`src/hdl/bsa_pkg.sv`:
```
// shared constants, codes and types of the bitmap slot allocator
package bsa_pkg;

    localparam int WORD_COUNT = 4;
    localparam int WORD_BITS  = 64;
    localparam int IDX_W      = 16;
    localparam int GRANT_W    = 8;
    localparam int BIT_W      = $clog2(WORD_BITS);
    localparam int PTR_W      = (WORD_COUNT > 1) ? $clog2(WORD_COUNT) : 1;
    localparam int USE_W      = $clog2(WORD_COUNT + 1);
    localparam int CAPACITY   = WORD_COUNT * WORD_BITS;

    localparam logic [1:0] CMD_GET   = 2'd0;
    localparam logic [1:0] CMD_SET   = 2'd1;
    localparam logic [1:0] CMD_ALLOC = 2'd2;

    localparam logic [1:0] ST_OK    = 2'd0;
    localparam logic [1:0] ST_RANGE = 2'd1;
    localparam logic [1:0] ST_FULL  = 2'd2;

    typedef logic [WORD_BITS-1:0] word_t;
    typedef logic [PTR_W-1:0]     ptr_t;
    typedef logic [BIT_W-1:0]     bsel_t;
    typedef logic [USE_W-1:0]     use_t;

    typedef enum logic [2:0] {
        UOP_DISPATCH,
        UOP_GET,
        UOP_SET,
        UOP_SCAN,
        UOP_GRANT,
        UOP_FULL,
        UOP_NONE
    } uop_t;

    typedef struct packed {
        logic [1:0]       cmd;
        logic [IDX_W-1:0] slot_index;
        logic             write_value;
    } cmd_word_t;

    typedef struct packed {
        logic               bit_value;
        logic [GRANT_W-1:0] granted_slot;
        logic [1:0]         status;
    } res_word_t;

    typedef struct packed {
        uop_t uop;
        logic fire;
    } ctrl_t;

    typedef struct packed {
        logic out_free;
        logic scan_free;
        logic scan_last;
    } stat_t;

endpackage

```
`src/hdl/bsa_if.sv`:
```
// valid/ready channels for command and result words
interface bsa_cmd_if import bsa_pkg::*; ();
    logic      valid;
    logic      ready;
    cmd_word_t payload;

    modport source (output valid, output payload, input ready);
    modport sink (input valid, input payload, output ready);
endinterface

interface bsa_res_if import bsa_pkg::*; ();
    logic      valid;
    logic      ready;
    res_word_t payload;

    modport source (output valid, output payload, input ready);
    modport sink (input valid, input payload, output ready);
endinterface

```
`src/hdl/bitmap_slot_allocator.sv`:
```
// bitmap slot allocator top level
// get and set run a dispatch step, then an execute step that waits for a free result register
// allocate runs dispatch, a scan step per bitmap word up to a free bit, then a grant or full step
// the scan pointer walks one word per cycle through the sequencer's scan step
// result register decouples the sides; a new word is taken while a result waits
// asynchronous reset clears the bitmap and word count at once, no clearing pass
module bitmap_slot_allocator import bsa_pkg::*; (
    input logic clk,
    input logic rst_n,
    bsa_cmd_if.sink   command,
    bsa_res_if.source result
);

    ctrl_t ctrl;
    stat_t stat;

    bsa_sequencer u_seq (
        .clk       (clk),
        .rst_n     (rst_n),
        .cmd_valid (command.valid),
        .cmd_code  (command.payload.cmd),
        .stat      (stat),
        .cmd_ready (command.ready),
        .ctrl      (ctrl)
    );

    bsa_datapath u_dp (
        .clk       (clk),
        .rst_n     (rst_n),
        .ctrl      (ctrl),
        .cmd_word  (command.payload),
        .res_ready (result.ready),
        .stat      (stat),
        .res_valid (result.valid),
        .res_word  (result.payload)
    );

    a_busy_after_accept: assert property (@(posedge clk) disable iff (!rst_n)
        command.valid && command.ready |=> !command.ready)
        else $error("sequencer still idle after taking a command word");

    a_scan_holds: assert property (@(posedge clk) disable iff (!rst_n)
        ctrl.fire && ctrl.uop == UOP_SCAN && !stat.scan_free && !stat.scan_last
        |=> ctrl.uop == UOP_SCAN)
        else $error("scan left before the last word");

    a_idle_no_result: assert property (@(posedge clk) disable iff (!rst_n)
        command.ready |-> !(ctrl.fire && ctrl.uop != UOP_DISPATCH))
        else $error("datapath step fired while idle");

    a_full_fields: assert property (@(posedge clk) disable iff (!rst_n)
        result.valid && result.payload.status == ST_FULL
        |-> result.payload.granted_slot == '0 && !result.payload.bit_value)
        else $error("full result carries a slot or bit");

endmodule

```
`src/hdl/bsa_datapath.sv`:
```
// bitmap storage, scan logic and result register driven by the control word
module bsa_datapath import bsa_pkg::*; (
    input  logic      clk,
    input  logic      rst_n,
    input  ctrl_t     ctrl,
    input  cmd_word_t cmd_word,
    input  logic      res_ready,
    output stat_t     stat,
    output logic      res_valid,
    output res_word_t res_word
);

    word_t     slot_reg [WORD_COUNT];
    word_t     slot_next [WORD_COUNT];
    use_t      use_reg, use_next;
    cmd_word_t cmd_reg, cmd_next;
    ptr_t      ptr_reg, ptr_next;
    bsel_t     bsel_reg, bsel_next;
    logic      res_valid_reg, res_valid_next;
    res_word_t res_word_reg, res_word_next;

    logic [IDX_W-1:0] idx_word;
    logic [IDX_W-1:0] grant_full;
    ptr_t             idx_ptr;
    bsel_t            idx_bit;
    bsel_t            first_zero;
    logic             over_cap;
    logic             beyond_use;
    word_t            cur_word;
    use_t             idx_cover;
    use_t             ptr_cover;

    always_comb
    begin
        idx_word   = IDX_W'(cmd_reg.slot_index / WORD_BITS);
        idx_bit    = BIT_W'(cmd_reg.slot_index % WORD_BITS);
        idx_ptr    = idx_word[PTR_W-1:0];
        over_cap   = {1'b0, cmd_reg.slot_index} >= (IDX_W + 1)'(CAPACITY);
        beyond_use = idx_word >= IDX_W'(use_reg);
        idx_cover  = USE_W'(idx_ptr) + USE_W'(1);
        ptr_cover  = USE_W'(ptr_reg) + USE_W'(1);
        cur_word   = slot_reg[ptr_reg];
        grant_full = IDX_W'(ptr_reg) * IDX_W'(WORD_BITS) + IDX_W'(bsel_reg);

        // lowest clear bit of the word under the scan pointer
        first_zero = '0;
        for (int i = WORD_BITS - 1; i >= 0; i--)
        begin
            if (!cur_word[i])
            begin
                first_zero = BIT_W'(i);
            end
        end
    end

    assign stat.out_free  = !res_valid_reg || res_ready;
    assign stat.scan_free = ~&cur_word;
    assign stat.scan_last = ptr_reg == PTR_W'(WORD_COUNT - 1);

    always_comb
    begin
        slot_next      = slot_reg;
        use_next       = use_reg;
        cmd_next       = cmd_reg;
        ptr_next       = ptr_reg;
        bsel_next      = bsel_reg;
        res_valid_next = res_valid_reg && !res_ready;
        res_word_next  = res_word_reg;

        if (ctrl.fire)
        begin
            unique case (ctrl.uop)
                UOP_DISPATCH:
                begin
                    cmd_next = cmd_word;
                    ptr_next = '0;
                end
                UOP_GET:
                begin
                    res_valid_next = 1'b1;
                    res_word_next  = '0;
                    if (over_cap || beyond_use)
                    begin
                        res_word_next.status = ST_RANGE;
                    end
                    else
                    begin
                        res_word_next.bit_value = slot_reg[idx_ptr][idx_bit];
                    end
                end
                UOP_SET:
                begin
                    res_valid_next = 1'b1;
                    res_word_next  = '0;
                    if (over_cap)
                    begin
                        res_word_next.status = ST_RANGE;
                    end
                    else
                    begin
                        slot_next[idx_ptr][idx_bit] = cmd_reg.write_value;
                        if (idx_cover > use_reg)
                        begin
                            use_next = idx_cover;
                        end
                    end
                end
                UOP_SCAN:
                begin
                    if (stat.scan_free)
                    begin
                        bsel_next = first_zero;
                    end
                    else if (!stat.scan_last)
                    begin
                        ptr_next = ptr_reg + PTR_W'(1);
                    end
                end
                UOP_GRANT:
                begin
                    slot_next[ptr_reg][bsel_reg] = 1'b1;
                    if (ptr_cover > use_reg)
                    begin
                        use_next = ptr_cover;
                    end
                    res_valid_next             = 1'b1;
                    res_word_next              = '0;
                    res_word_next.granted_slot = grant_full[GRANT_W-1:0];
                end
                UOP_FULL:
                begin
                    res_valid_next       = 1'b1;
                    res_word_next        = '0;
                    res_word_next.status = ST_FULL;
                end
                UOP_NONE:
                begin
                    res_valid_next = 1'b1;
                    res_word_next  = '0;
                end
                default:
                begin
                    res_valid_next = res_valid_reg && !res_ready;
                end
            endcase
        end
    end

    always_ff @(posedge clk or negedge rst_n)
    begin
        if (!rst_n)
        begin
            for (int i = 0; i < WORD_COUNT; i++)
            begin
                slot_reg[i] <= '0;
            end
            use_reg       <= '0;
            ptr_reg       <= '0;
            res_valid_reg <= 1'b0;
        end
        else
        begin
            slot_reg      <= slot_next;
            use_reg       <= use_next;
            ptr_reg       <= ptr_next;
            res_valid_reg <= res_valid_next;
        end
    end

    always_ff @(posedge clk)
    begin
        cmd_reg      <= cmd_next;
        bsel_reg     <= bsel_next;
        res_word_reg <= res_word_next;
    end

    assign res_valid = res_valid_reg;
    assign res_word  = res_word_reg;

endmodule

```
`src/hdl/bsa_sequencer.sv`:
```
// micro-program counter, control store and jump logic
module bsa_sequencer import bsa_pkg::*; (
    input  logic       clk,
    input  logic       rst_n,
    input  logic       cmd_valid,
    input  logic [1:0] cmd_code,
    input  stat_t      stat,
    output logic       cmd_ready,
    output ctrl_t      ctrl
);

    typedef enum logic [2:0] {
        UPC_IDLE,
        UPC_GET,
        UPC_SET,
        UPC_SCAN,
        UPC_FULL,
        UPC_GRANT,
        UPC_NONE
    } upc_t;

    typedef enum logic [1:0] {
        JMP_DISPATCH,
        JMP_RETURN,
        JMP_SCAN
    } jmp_t;

    typedef struct packed {
        uop_t uop;
        logic emit;
        jmp_t jmp;
        upc_t target;
    } uword_t;

    function automatic uword_t ucode(input upc_t a);
        uword_t w;
        unique case (a)
            UPC_IDLE:  w = '{uop: UOP_DISPATCH, emit: 1'b0, jmp: JMP_DISPATCH, target: UPC_IDLE};
            UPC_GET:   w = '{uop: UOP_GET,      emit: 1'b1, jmp: JMP_RETURN,   target: UPC_IDLE};
            UPC_SET:   w = '{uop: UOP_SET,      emit: 1'b1, jmp: JMP_RETURN,   target: UPC_IDLE};
            UPC_SCAN:  w = '{uop: UOP_SCAN,     emit: 1'b0, jmp: JMP_SCAN,     target: UPC_GRANT};
            UPC_FULL:  w = '{uop: UOP_FULL,     emit: 1'b1, jmp: JMP_RETURN,   target: UPC_IDLE};
            UPC_GRANT: w = '{uop: UOP_GRANT,    emit: 1'b1, jmp: JMP_RETURN,   target: UPC_IDLE};
            UPC_NONE:  w = '{uop: UOP_NONE,     emit: 1'b1, jmp: JMP_RETURN,   target: UPC_IDLE};
            default:   w = '{uop: UOP_DISPATCH, emit: 1'b0, jmp: JMP_DISPATCH, target: UPC_IDLE};
        endcase
        return w;
    endfunction

    function automatic upc_t entry(input logic [1:0] c);
        upc_t e;
        unique case (c)
            CMD_GET:   e = UPC_GET;
            CMD_SET:   e = UPC_SET;
            CMD_ALLOC: e = UPC_SCAN;
            default:   e = UPC_NONE;
        endcase
        return e;
    endfunction

    upc_t   upc_reg, upc_next;
    uword_t uw;

    always_comb
    begin
        uw        = ucode(upc_reg);
        cmd_ready = uw.jmp == JMP_DISPATCH;
        ctrl.uop  = uw.uop;
        if (uw.emit)
        begin
            ctrl.fire = stat.out_free;
        end
        else if (uw.jmp == JMP_DISPATCH)
        begin
            ctrl.fire = cmd_valid;
        end
        else
        begin
            ctrl.fire = 1'b1;
        end

        upc_next = upc_reg;
        unique case (uw.jmp)
            JMP_DISPATCH:
            begin
                if (cmd_valid)
                begin
                    upc_next = entry(cmd_code);
                end
            end
            JMP_RETURN:
            begin
                if (stat.out_free)
                begin
                    upc_next = uw.target;
                end
            end
            JMP_SCAN:
            begin
                if (stat.scan_free)
                begin
                    upc_next = uw.target;
                end
                else if (stat.scan_last)
                begin
                    upc_next = UPC_FULL;
                end
            end
            default:
            begin
                upc_next = UPC_IDLE;
            end
        endcase
    end

    always_ff @(posedge clk or negedge rst_n)
    begin
        if (!rst_n)
        begin
            upc_reg <= UPC_IDLE;
        end
        else
        begin
            upc_reg <= upc_next;
        end
    end

endmodule
```
`src/flat_wrapper.sv`:
```
// flat-port wrapper written by rule: the top's interface ports become plain ports
module bitmap_slot_allocator_flat import bsa_pkg::*;
  (clk, rst_n, command_valid, command_payload, command_ready, result_valid, result_payload, result_ready);
  bsa_cmd_if command_i ();
  bsa_res_if result_i ();
  input logic clk;
  input logic rst_n;
  input wire logic [$bits(command_i.valid)-1:0] command_valid;
  input wire logic [$bits(command_i.payload)-1:0] command_payload;
  output wire logic [$bits(command_i.ready)-1:0] command_ready;
  output wire logic [$bits(result_i.valid)-1:0] result_valid;
  output wire logic [$bits(result_i.payload)-1:0] result_payload;
  input wire logic [$bits(result_i.ready)-1:0] result_ready;
  assign command_i.valid = command_valid;
  assign command_i.payload = command_payload;
  assign command_ready = command_i.ready;
  assign result_valid = result_i.valid;
  assign result_payload = result_i.payload;
  assign result_i.ready = result_ready;
  bitmap_slot_allocator u_core (.clk(clk), .rst_n(rst_n), .command(command_i), .result(result_i));
endmodule
```
`config.mk`:
```
export PLATFORM = sky130hd
export DESIGN_NAME = bitmap_slot_allocator_flat
export DESIGN_NICKNAME = d
export VERILOG_FILES = /design/src/hdl/bsa_pkg.sv /design/src/hdl/bsa_if.sv /design/src/hdl/bitmap_slot_allocator.sv /design/src/hdl/bsa_datapath.sv /design/src/hdl/bsa_sequencer.sv /design/src/flat_wrapper.sv
export SDC_FILE = /design/constraint.sdc
export NUM_CORES = 1
export LEC_CHECK = 0
export ABC_CLOCK_PERIOD_IN_PS = 3410
export BUFFER_PORTS_ARGS = -buffer_cell sky130_fd_sc_hd__buf_2
export CAP_MARGIN = 5
export CELL_PAD_IN_SITES_DETAIL_PLACEMENT = 0
export CELL_PAD_IN_SITES_GLOBAL_PLACEMENT = 1
export CORE_MARGIN = 5
export CORE_UTILIZATION = 50
export DETAILED_ROUTE_END_ITERATION = 10
export GPL_TIMING_DRIVEN = 1
export PLACE_DENSITY_LB_ADDON = 0.1
export SLEW_MARGIN = 10
export SYNTH_ARGS = -nofsm -noshare
export SYNTH_HDL_FRONTEND = slang
export SYNTH_SLANG_ARGS = --single-unit
```
`constraint.sdc`:
```
create_clock -name clk -period 3.41 [get_ports clk]
set_input_delay 0.341 -clock clk [delete_from_list [all_inputs] [get_ports clk]]
set_output_delay 0.341 -clock clk [all_outputs]
set_load 0.05 [all_outputs]
```
==> impl_metrics.env, run 1 <==
export IMPL_core_mm2=0.0387
export IMPL_drt_wl_total_mm=81.3
export IMPL_vias_per_cell=7.31
export IMPL_synth_seq_area_share_pct=39.0
export IMPL_cp_start_kind="register"
export IMPL_slowest_delay_ns=0.68
export IMPL_setup_tns_final_ns=0
export IMPL_hold_viol=0
export IMPL_die_area_mm2=0.0433
export IMPL_slowest_stage="mux4_1"
export IMPL_final_area_mm2=0.0222
export IMPL_synth_ff_type="dfrtp_1"
export IMPL_grt_max_degree=93
export IMPL_largest_reg_flops=256
export IMPL_first_global_vias=18400
export IMPL_placed_area_mm2=0.0207
export IMPL_finalClockSkew_ns=0.0215
export IMPL_hold_class="in2reg"
export IMPL_drc=0
export IMPL_cts_tree="built"
export IMPL_antenna_found_initial=1
export IMPL_cts_buffers_inserted=37
export IMPL_fin_nets=2119
export IMPL_holdWs_ns=0.0895
export IMPL_insertedDiodeCount=0
export IMPL_ctsResizeCount=0
export IMPL_clock_sinks=299
export IMPL_yosysWarnings=0
export IMPL_critical_path_required_ns=3.72
export IMPL_pre_cts_ws_ns=0.390
export IMPL_end_kind="register"
export IMPL_path_cells="buf_12 > buf_4 > mux4_1 > nand2b_1 > a21boi_0 > o21ai_0 > a31oi_1 > o31ai_1"
export IMPL_critical_path_arrival_ns=3.39
export IMPL_dr_first_iter_drc_count=2789
export IMPL_vias=19200
export IMPL_status="complete, no violations"
export IMPL_firstDrtPassIters=6
export IMPL_powerDensity_mw_per_mm2=491
export IMPL_final_setup_worst_slack_ns=0.333
export IMPL_ctsLongestPathBuffers=3
export IMPL_async_reset_ff_share_pct=88.6
export IMPL_clk_latency_ns=0.57
export IMPL_drive_gt1_share_pct=16.7
export IMPL_worstReg2RegStart="u_core.u_dp.ptr_reg[0]"
export IMPL_num_rows=72
export IMPL_grt_first_pass_wirelength_mm=121
export IMPL_htree_levels=2
export IMPL_post_route_min_period_ns=3.08
export IMPL_rsz0062_at_grt="false"
export IMPL_finalMaxSlewViolations=0
export IMPL_num_io_pins=36
export IMPL_drv_cap=0
export IMPL_timing_fmax_mhz=325
export IMPL_criticalPathCategory="reg2reg"
export IMPL_fin_crit_sh_pct=90.2
export IMPL_synth_top_area_cell="dfrtp_1"
export IMPL_wl_per_cell_um=31.0
export IMPL_netlist_area_mm2=0.0196
export IMPL_clk_pin_slew_ns=0.06
export IMPL_cts_setup_buffers=0
export IMPL_synth_area_top_cells="dfrtp_1, mux4_2, a21oi_1"
export IMPL_ant_nets=0
export IMPL_grt_overflow=0
export IMPL_die_w_um=208
export IMPL_die_h_um=208
export IMPL_critPathMaxFanout=14
export IMPL_start_util_pct=50.7
export IMPL_p_leak_nw=10.2
export IMPL_port_buffers=35
export IMPL_cts_root_buf="clkbuf_16"
export IMPL_postSynthAreaPerCell_um2=9.56
export IMPL_critPathLaunch="u_core.u_dp.ptr_reg[0]"
export IMPL_groute_usage_overall_pct=36.6
export IMPL_slew_headroom_pct=20.8
export IMPL_peakVddDrop_mv=0.329
export IMPL_final_setup_viol_count=0
export IMPL_tightest_slew_ns=1.19
export IMPL_areaGrowthSynthToFinish_pct=12.9
export IMPL_place_hpwl_mm=52.5
export IMPL_synth_nets=2093
export IMPL_netlist_instances=2053
export IMPL_synth_seq_cells=299
export IMPL_synth_edff_count=34
export IMPL_yosys_cell_types_count=71
export IMPL_ctsHoldBuffers=19
export IMPL_min_from="command_payload[18]"
export IMPL_synth_top_cell_area_share_pct=33.8
export IMPL_gpl_final_weighted_congestion=1.04
cells in the mapped netlist, drive strengths merged, types with 10 or more instances:
library cell  number
a21oi            434
nor2             266
dfrtp            265
nand2            154
clkbuf           135
o22a             134
mux4             128
o21ai             91
o22ai             71
buf               37
edfxtp            34
a22oi             21
inv               20
a311oi            19
a31oi             19
nand3             19
ha                17
nand4             17
nor3              16
and2              15
and3              12
o21a              11
o221ai            11
nor3b             10
final timing paths:
path                       slack, ns                   endpoint  cells after the start
max                             0.33    u_core.u_dp.bsel_reg[0]                      8
min                             0.09    u_core.u_seq.upc_reg[2]                      3
max reg2reg                     0.33    u_core.u_dp.bsel_reg[0]                      8
min reg2reg                     0.49     u_core.u_dp.use_reg[1]                      2
max in group asynchronous       2.09  u_core.u_dp.slot_reg[102]                      3
min in group asynchronous       0.35    u_core.u_dp.slot_reg[3]                      2
placed cells by master, fill, tap and decap left out, drive strengths merged, types with 4 or more instances in the layout:
cell type      n
a21oi        434
nor2         266
buf          140
a22oi         21
or3            6
dlygate4sd3   19
a221oi         6
nor3          16
o22ai         71
nor3b         10
a22o           6
nand2b         7
inv           21
nand3         19
nand3b         6
ha            17
mux2i          4
dfrtp        265
and3b          7
and2          15
a311oi        19
a31oi         19
clkbuf        60
a21o           5
mux4         128
and3          12
o21ai         91
o22a         134
and4           4
edfxtp        34
nand2        154
o21a          11
o31ai          4
nor4           5
o221ai        11
nand4         17
clkinv         4
kinds of logic (layout without fill, tap and decap cells):
| group | after synthesis | count (layout) | synth area share, % |
|---|---|---|---|
| AO/OA/AOI/OAI | 856 | 856 | 26.9 |
| AND/OR/NAND/NOR | 555 | 555 | 13.2 |
| flip-flops | 299 | 299 | 39.0 |
| buffers and inverters | 192 | 245 | 4.49 |
| multiplexers | 132 | 132 | 15.3 |
| adder cells (fa/ha/maj) | 17 | 17 | 1.08 |
| XOR/XNOR | 2 | 2 | 0.0892 |
where the power goes:
part           internal [W]  leakage [nW]  total (W)  switching, W
registers           0.00384          4.01    0.00406      0.000221
logic              0.000745          5.62    0.00279       0.00205
clock network       0.00239         0.599    0.00403       0.00164
critical path, delay by kind of cell (launching register included):
kind	cells	cell delay, ns
simple gates	1	0.19
flops	1	0.60
mux	1	0.68
compound gates	4	0.86
buf+inv	2	0.47
metal layers:
layer / part of all wire (%) / vias to the layer above / routed length [um] / track usage (%)
met5: 0.016 / - / 13 / 0
met4: 6.9 / 2 / 5620 / 20.3
met3: 12 / 340 / 9500 / 8.99
met2: 44 / 1378 / 35500 / 54.9
met1: 38 / 9514 / 30600 / 49.1
li1: - / 7960 / - / -
stage by stage:
step | utilization (%) | instances | power [W]
finish | 57.2 | 2624 | 0.0109
global route | 57.2 | 2624 | 0.0112
CTS | 57.2 | 2624 | 0.0108
detailed placement | 53.6 | 2539 | 0.00680
global placement | 53.6 | 2539 | 0.00678
floorplan | - | 2053 | 0.00561
area by class of cell:
type / instances / area [um^2]
clock buffer: 60 / 1160
clock inverter: 6 / 58.8
fill: 3435 / 16600
inverter: 20 / 75.1
multi-input combinational: 1562 / 11200
sequential: 299 / 7660
tap: 518 / 648
timing repair buffer: 159 / 1360
No activity file was read; power rests on OpenSTA's default activity.
==> run 2: changes to the inputs <==
REMOVE_ABC_BUFFERS = 1   (was not set)
==> impl_metrics.env, run 2 (synthesis gave the netlist of run 1 again) <==
export IMPL_status="complete, no violations"
export IMPL_tightest_slew_ns=1.28
export IMPL_cp_start_kind="register"
export IMPL_insertedDiodeCount=0
export IMPL_timing_fmax_mhz=300
export IMPL_drive_gt1_share_pct=15.6
export IMPL_vias=19100
export IMPL_fin_util_pct=56.4
export IMPL_cts_root_buf="clkbuf_16"
export IMPL_end_kind="register"
export IMPL_setup_tns_final_ns=0
export IMPL_die_w_um=208
export IMPL_critPathMaxFanout=36
export IMPL_htree_levels=2
export IMPL_port_buffers=35
export IMPL_dr_first_iter_drc_count=2690
export IMPL_die_area_mm2=0.0433
export IMPL_grt_max_degree=82
export IMPL_p_leak_nw=10.1
export IMPL_ctsLongestPathBuffers=3
export IMPL_num_rows=72
export IMPL_final_cell_mix="a21oi_1, nor2_1, dfrtp_1"
export IMPL_slew_headroom_pct=14.3
export IMPL_die_h_um=208
export IMPL_finalMaxSlewViolations=0
export IMPL_fin_nets=2094
export IMPL_clk_pin_slew_ns=0.06
export IMPL_grt_first_pass_wirelength_mm=119
export IMPL_peakVddDrop_mv=0.337
export IMPL_wl_per_cell_um=30.5
export IMPL_clock_sinks=299
export IMPL_final_common_cell="a21oi_1"
export IMPL_drc=0
export IMPL_ant_nets=0
export IMPL_final_setup_viol_count=0
export IMPL_cts_tree="built"
export IMPL_hold_viol=0
export IMPL_firstDrtPassIters=8
export IMPL_rsz0062_at_grt="false"
export IMPL_drt_wl_total_mm=79.2
export IMPL_post_route_min_period_ns=3.33
export IMPL_powerDensity_mw_per_mm2=486
export IMPL_largest_reg_flops=256
export IMPL_critical_path_arrival_ns=3.63
export IMPL_vias_per_cell=7.33
export IMPL_fin_crit_sh_pct=97.7
export IMPL_ctsResizeCount=0
export IMPL_num_io_pins=36
export IMPL_finalClockSkew_ns=0.0140
export IMPL_hold_class="in2reg"
export IMPL_criticalPathCategory="reg2reg"
export IMPL_grt_overflow=0
export IMPL_place_hpwl_mm=49.8
export IMPL_cts_buffers_inserted=37
export IMPL_critical_path_required_ns=3.71
export IMPL_drv_cap=0
export IMPL_core_mm2=0.0387
export IMPL_first_global_vias=18700
export IMPL_start_util_pct=50.7
export IMPL_areaGrowthSynthToFinish_pct=11.3
export IMPL_gpl_final_weighted_congestion=0.987
export IMPL_groute_usage_overall_pct=35.6
export IMPL_antenna_found_initial=0
export IMPL_clk_latency_ns=0.56
## run 2: changes by cell type in the layout (fill, tap and decap cells not counted), sizes merged
cell,before,now
buf,140,116
clkbuf,60,57
clkinv,4,7
inv,21,20
dlygate4sd3,19,18
## run 2: final timing paths
| check | start | to | slack (ns) | cells past startpoint |
|---|---|---|---|---|
| max | u_core.u_dp.ptr_reg[0] | u_core.u_dp.bsel_reg[0] | 0.08 | 8 |
| max in group asynchronous | rst_n | u_core.u_dp.slot_reg[46] | 2.11 | 3 |
| max reg2reg | u_core.u_dp.ptr_reg[0] | u_core.u_dp.bsel_reg[0] | 0.08 | 8 |
| min reg2reg | u_core.u_dp.use_reg[1] | u_core.u_dp.use_reg[1] | 0.48 | 2 |
| min | command_payload[17] | u_core.u_seq.upc_reg[0] | 0.04 | 2 |
| min in group asynchronous | rst_n | u_core.u_dp.res_valid | 0.34 | 2 |
## run 2: critical path: stages, from the launching register on
cell and delay (ns):
dfrtp_4 0.44, buf_12 0.26, mux4_2 0.57, nor2b_1 0.15, o211ai_1 0.18, a21oi_1 0.13
a2111oi_0 0.98, o21ba_2 0.28, o31ai_1 0.06
## run 2: where the power goes
group | switching (W) | total [W] | internal [W]
Sequential | 0.000244 | 0.00408 | 0.00383
Combinational | 0.00199 | 0.00268 | 0.000693
Clock | 0.00162 | 0.00387 | 0.00225
Total | 0.00385 | 0.0106 | 0.00678
## run 2: cell type report
type,instances,area [um^2]
Sequential cell,299,7660
Tap cell,518,648
Inverter,20,75.1
Clock inverter,8,65.1
Timing Repair Buffer,134,1140
Clock buffer,57,1080
Multi-Input combinational cell,1562,11200
Fill cell,3446,16900
## run 2: repair_timing
action	CTS	global route
endpoints found under the hold margin	94	0
setup buffers	0	0
hold buffers	18	0
## run 2: layer usage
metal | track usage, % | part of all wire, %
met1 | 47.1 | 37
met4 | 18.9 | 6.1
met2 | 54.6 | 45
met5 | 0 | 0
met3 | 8.63 | 12
## run 2: stage by stage
step | hold WS (ns) | setup WS (ns) | cell area (um^2) | cells | total power [W]
5_1_grt | 0.0430 | 0.0639 | 21900 | 2598 | 0.0109
3_3_place_gp | 0.384 | 0.126 | 20500 | 2515 | 0.00669
6_report | 0.0403 | 0.0783 | 21900 | 2598 | 0.0106
2_1_floorplan | 0.0454 | -4.59 | 18800 | 1881 | 0.00549
3_5_place_dp | 0.375 | 0.218 | 20500 | 2515 | 0.00672
4_1_cts | 0.0177 | 0.167 | 21900 | 2598 | 0.0106
==> run 3: changes to the inputs <==
--- a/config.mk
+++ b/config.mk
@@ -18,3 +18,2 @@
 export REMOVE_ABC_BUFFERS = 1
-export SLEW_MARGIN = 10
 export SYNTH_ARGS = -nofsm -noshare
==> constraint.sdc (replaced) <==
create_clock -name clk -period 3.41 [get_ports clk]
set_input_delay 1.023 -clock clk [delete_from_list [all_inputs] [get_ports clk]]
set_output_delay 1.023 -clock clk [all_outputs]
set_load 0.05 [all_outputs]
==> impl_metrics.env, run 3 (synthesis gave the netlist of run 1 again) <==
export IMPL_die_h_um=208
export IMPL_drt_wl_total_mm=78.9
export IMPL_slew_headroom_pct=24.2
export IMPL_ff_latch_area_mm2=0.00766
export IMPL_insertedDiodeCount=0
export IMPL_place_inst=2512
export IMPL_die_area_mm2=0.0433
export IMPL_clock_sinks=299
export IMPL_place_hpwl_mm=49.5
export IMPL_fin_crit_sh_pct=94.4
export IMPL_port_buffers=35
export IMPL_cts_tree="built"
export IMPL_num_rows=72
export IMPL_first_global_vias=18400
export IMPL_wl_per_cell_um=30.5
export IMPL_hold_viol=0
export IMPL_ant_nets=0
export IMPL_total_power_w=0.0110
export IMPL_hold_class="in2async"
export IMPL_ctsLongestPathBuffers=3
export IMPL_ctsHoldBuffers=0
export IMPL_fin_util_pct=56.4
export IMPL_grt_overflow=0
export IMPL_path_cells="nand2_1 > o21ai_1 > buf_2"
export IMPL_areaGrowthSynthToFinish_pct=11.2
export IMPL_firstDrtPassIters=6
export IMPL_cts_root_buf="clkbuf_16"
export IMPL_swShare_pct=35.8
export IMPL_powerDensity_mw_per_mm2=502
export IMPL_final_cell_mix="a21oi_1, nor2_1, dfrtp_1"
export IMPL_critical_path_required_ns=2.39
export IMPL_vias_per_cell=7.32
export IMPL_slowest_stage="dfrtp_1"
export IMPL_cts_buffers_inserted=38
export IMPL_cp_start_kind="register"
export IMPL_drv_cap=0
export IMPL_criticalPathCategory="reg2out"
export IMPL_instances_no_fill=2582
export IMPL_multiInputGateArea_mm2=0.0112
export IMPL_dr_first_iter_drc_count=3126
export IMPL_nFillCells=3410
export IMPL_slowest_delay_ns=0.63
export IMPL_rsz0062_at_grt="false"
export IMPL_p_comb_share_pct=24.4
export IMPL_drc=0
export IMPL_sequentialPowerShare_pct=37.1
export IMPL_p_leak_nw=10.1
export IMPL_start_util_pct=50.7
export IMPL_ctsResizeCount=0
export IMPL_largest_reg_flops=256
export IMPL_grt_max_degree=90
export IMPL_num_io_pins=36
export IMPL_pwr_share_clk_pct=38.6
export IMPL_clk_pin_slew_ns=0.06
export IMPL_die_w_um=208
export IMPL_final_common_cell="a21oi_1"
export IMPL_htree_levels=2
export IMPL_gpl_final_weighted_congestion=0.970
export IMPL_clk_latency_ns=0.58
export IMPL_core_mm2=0.0387
export IMPL_finalMaxSlewViolations=0
export IMPL_intPower_w=0.00704
export IMPL_tightest_slew_ns=1.14
export IMPL_critical_path_arrival_ns=2.20
export IMPL_crit_family="flip-flops"
export IMPL_post_route_min_period_ns=3.22
export IMPL_antenna_found_initial=1
export IMPL_p_switching_w=0.00393
export IMPL_peakVddDrop_mv=0.460
export IMPL_drive_gt1_share_pct=16.1
export IMPL_end_kind="output pin"
export IMPL_status="complete, no violations"
export IMPL_critPathMaxFanout=15
export IMPL_finalClockSkew_ns=0.0228
export IMPL_timing_fmax_mhz=311
export IMPL_groute_usage_overall_pct=35.4
export IMPL_vias=18900
export IMPL_grt_first_pass_wirelength_mm=118
export IMPL_final_setup_viol_count=0
export IMPL_fin_nets=2074
export IMPL_cts_setup_buffers=0
export IMPL_worstPathBufferInverterCount=1
## run 3: final timing paths
check	start	end	slack, ns	depth (start not counted)
setup / recovery	u_core.u_seq.upc_reg[1]	command_ready	0.19	3
hold / removal	rst_n	u_core.u_seq.upc_reg[0]	0.38	1
setup reg to reg	u_core.u_dp.ptr_reg[0]	u_core.u_dp.bsel_reg[0]	0.29	8
hold reg to reg	u_core.u_dp.use_reg[1]	u_core.u_dp.use_reg[1]	0.49	2
max in group asynchronous	rst_n	u_core.u_dp.slot_reg[13]	2.21	2
min in group clk	u_core.u_dp.use_reg[1]	u_core.u_dp.use_reg[1]	0.49	2
## run 3: final cells by class
cell class,instances,share of cell area (%)
Clock buffer,51,5.10
Clock inverter,19,0.813
Inverter,20,0.344
Multi-Input combinational cell,1562,51.3
Sequential cell,299,35.1
Tap cell,518,2.97
Timing Repair Buffer,113,4.45
## run 3: worst register-to-register path, delay by kind of cell (launching register included)
kind	cells	cell delay, ns
compound gates	4	1.33
mux	1	0.64
flops	1	0.43
buf+inv	1	0.28
simple gates	2	0.18
## run 3: per-stage QoR
step / area, um^2 / hold slack (ns) / TNS [ns] / setup slack [ns]
6_report: 21800 / 0.382 / 0 / 0.190
5_1_grt: 21800 / 0.407 / 0 / 0.0879
4_1_cts: 21800 / 0.377 / 0 / 0.0749
3_5_place_dp: 20500 / 0.476 / 0 / 0.278
3_3_place_gp: 20500 / 0.468 / 0 / 0.229
2_1_floorplan: 18800 / 0.450 / -806.11 / -4.59
## run 3: metal layers
| metal | track usage [%] | share of wire, % | vias to the layer above |
|---|---|---|---|
| met5 | 0 | 0.030 | - |
| met4 | 17.1 | 5.9 | 4 |
| met3 | 8.98 | 12 | 331 |
| met2 | 54.3 | 45 | 1404 |
| met1 | 47.2 | 38 | 9294 |
| li1 | - | - | 7871 |
## run 3: power groups by stage
stage | Combinational, W | Sequential, W | Clock (W)
2_1_floorplan | 0.00108 | 0.00441 | 0
3_3_place_gp | 0.00258 | 0.00411 | 0
3_5_place_dp | 0.00260 | 0.00412 | 0
4_1_cts | 0.00261 | 0.00405 | 0.00427
5_1_grt | 0.00276 | 0.00408 | 0.00441
6_report | 0.00267 | 0.00407 | 0.00423
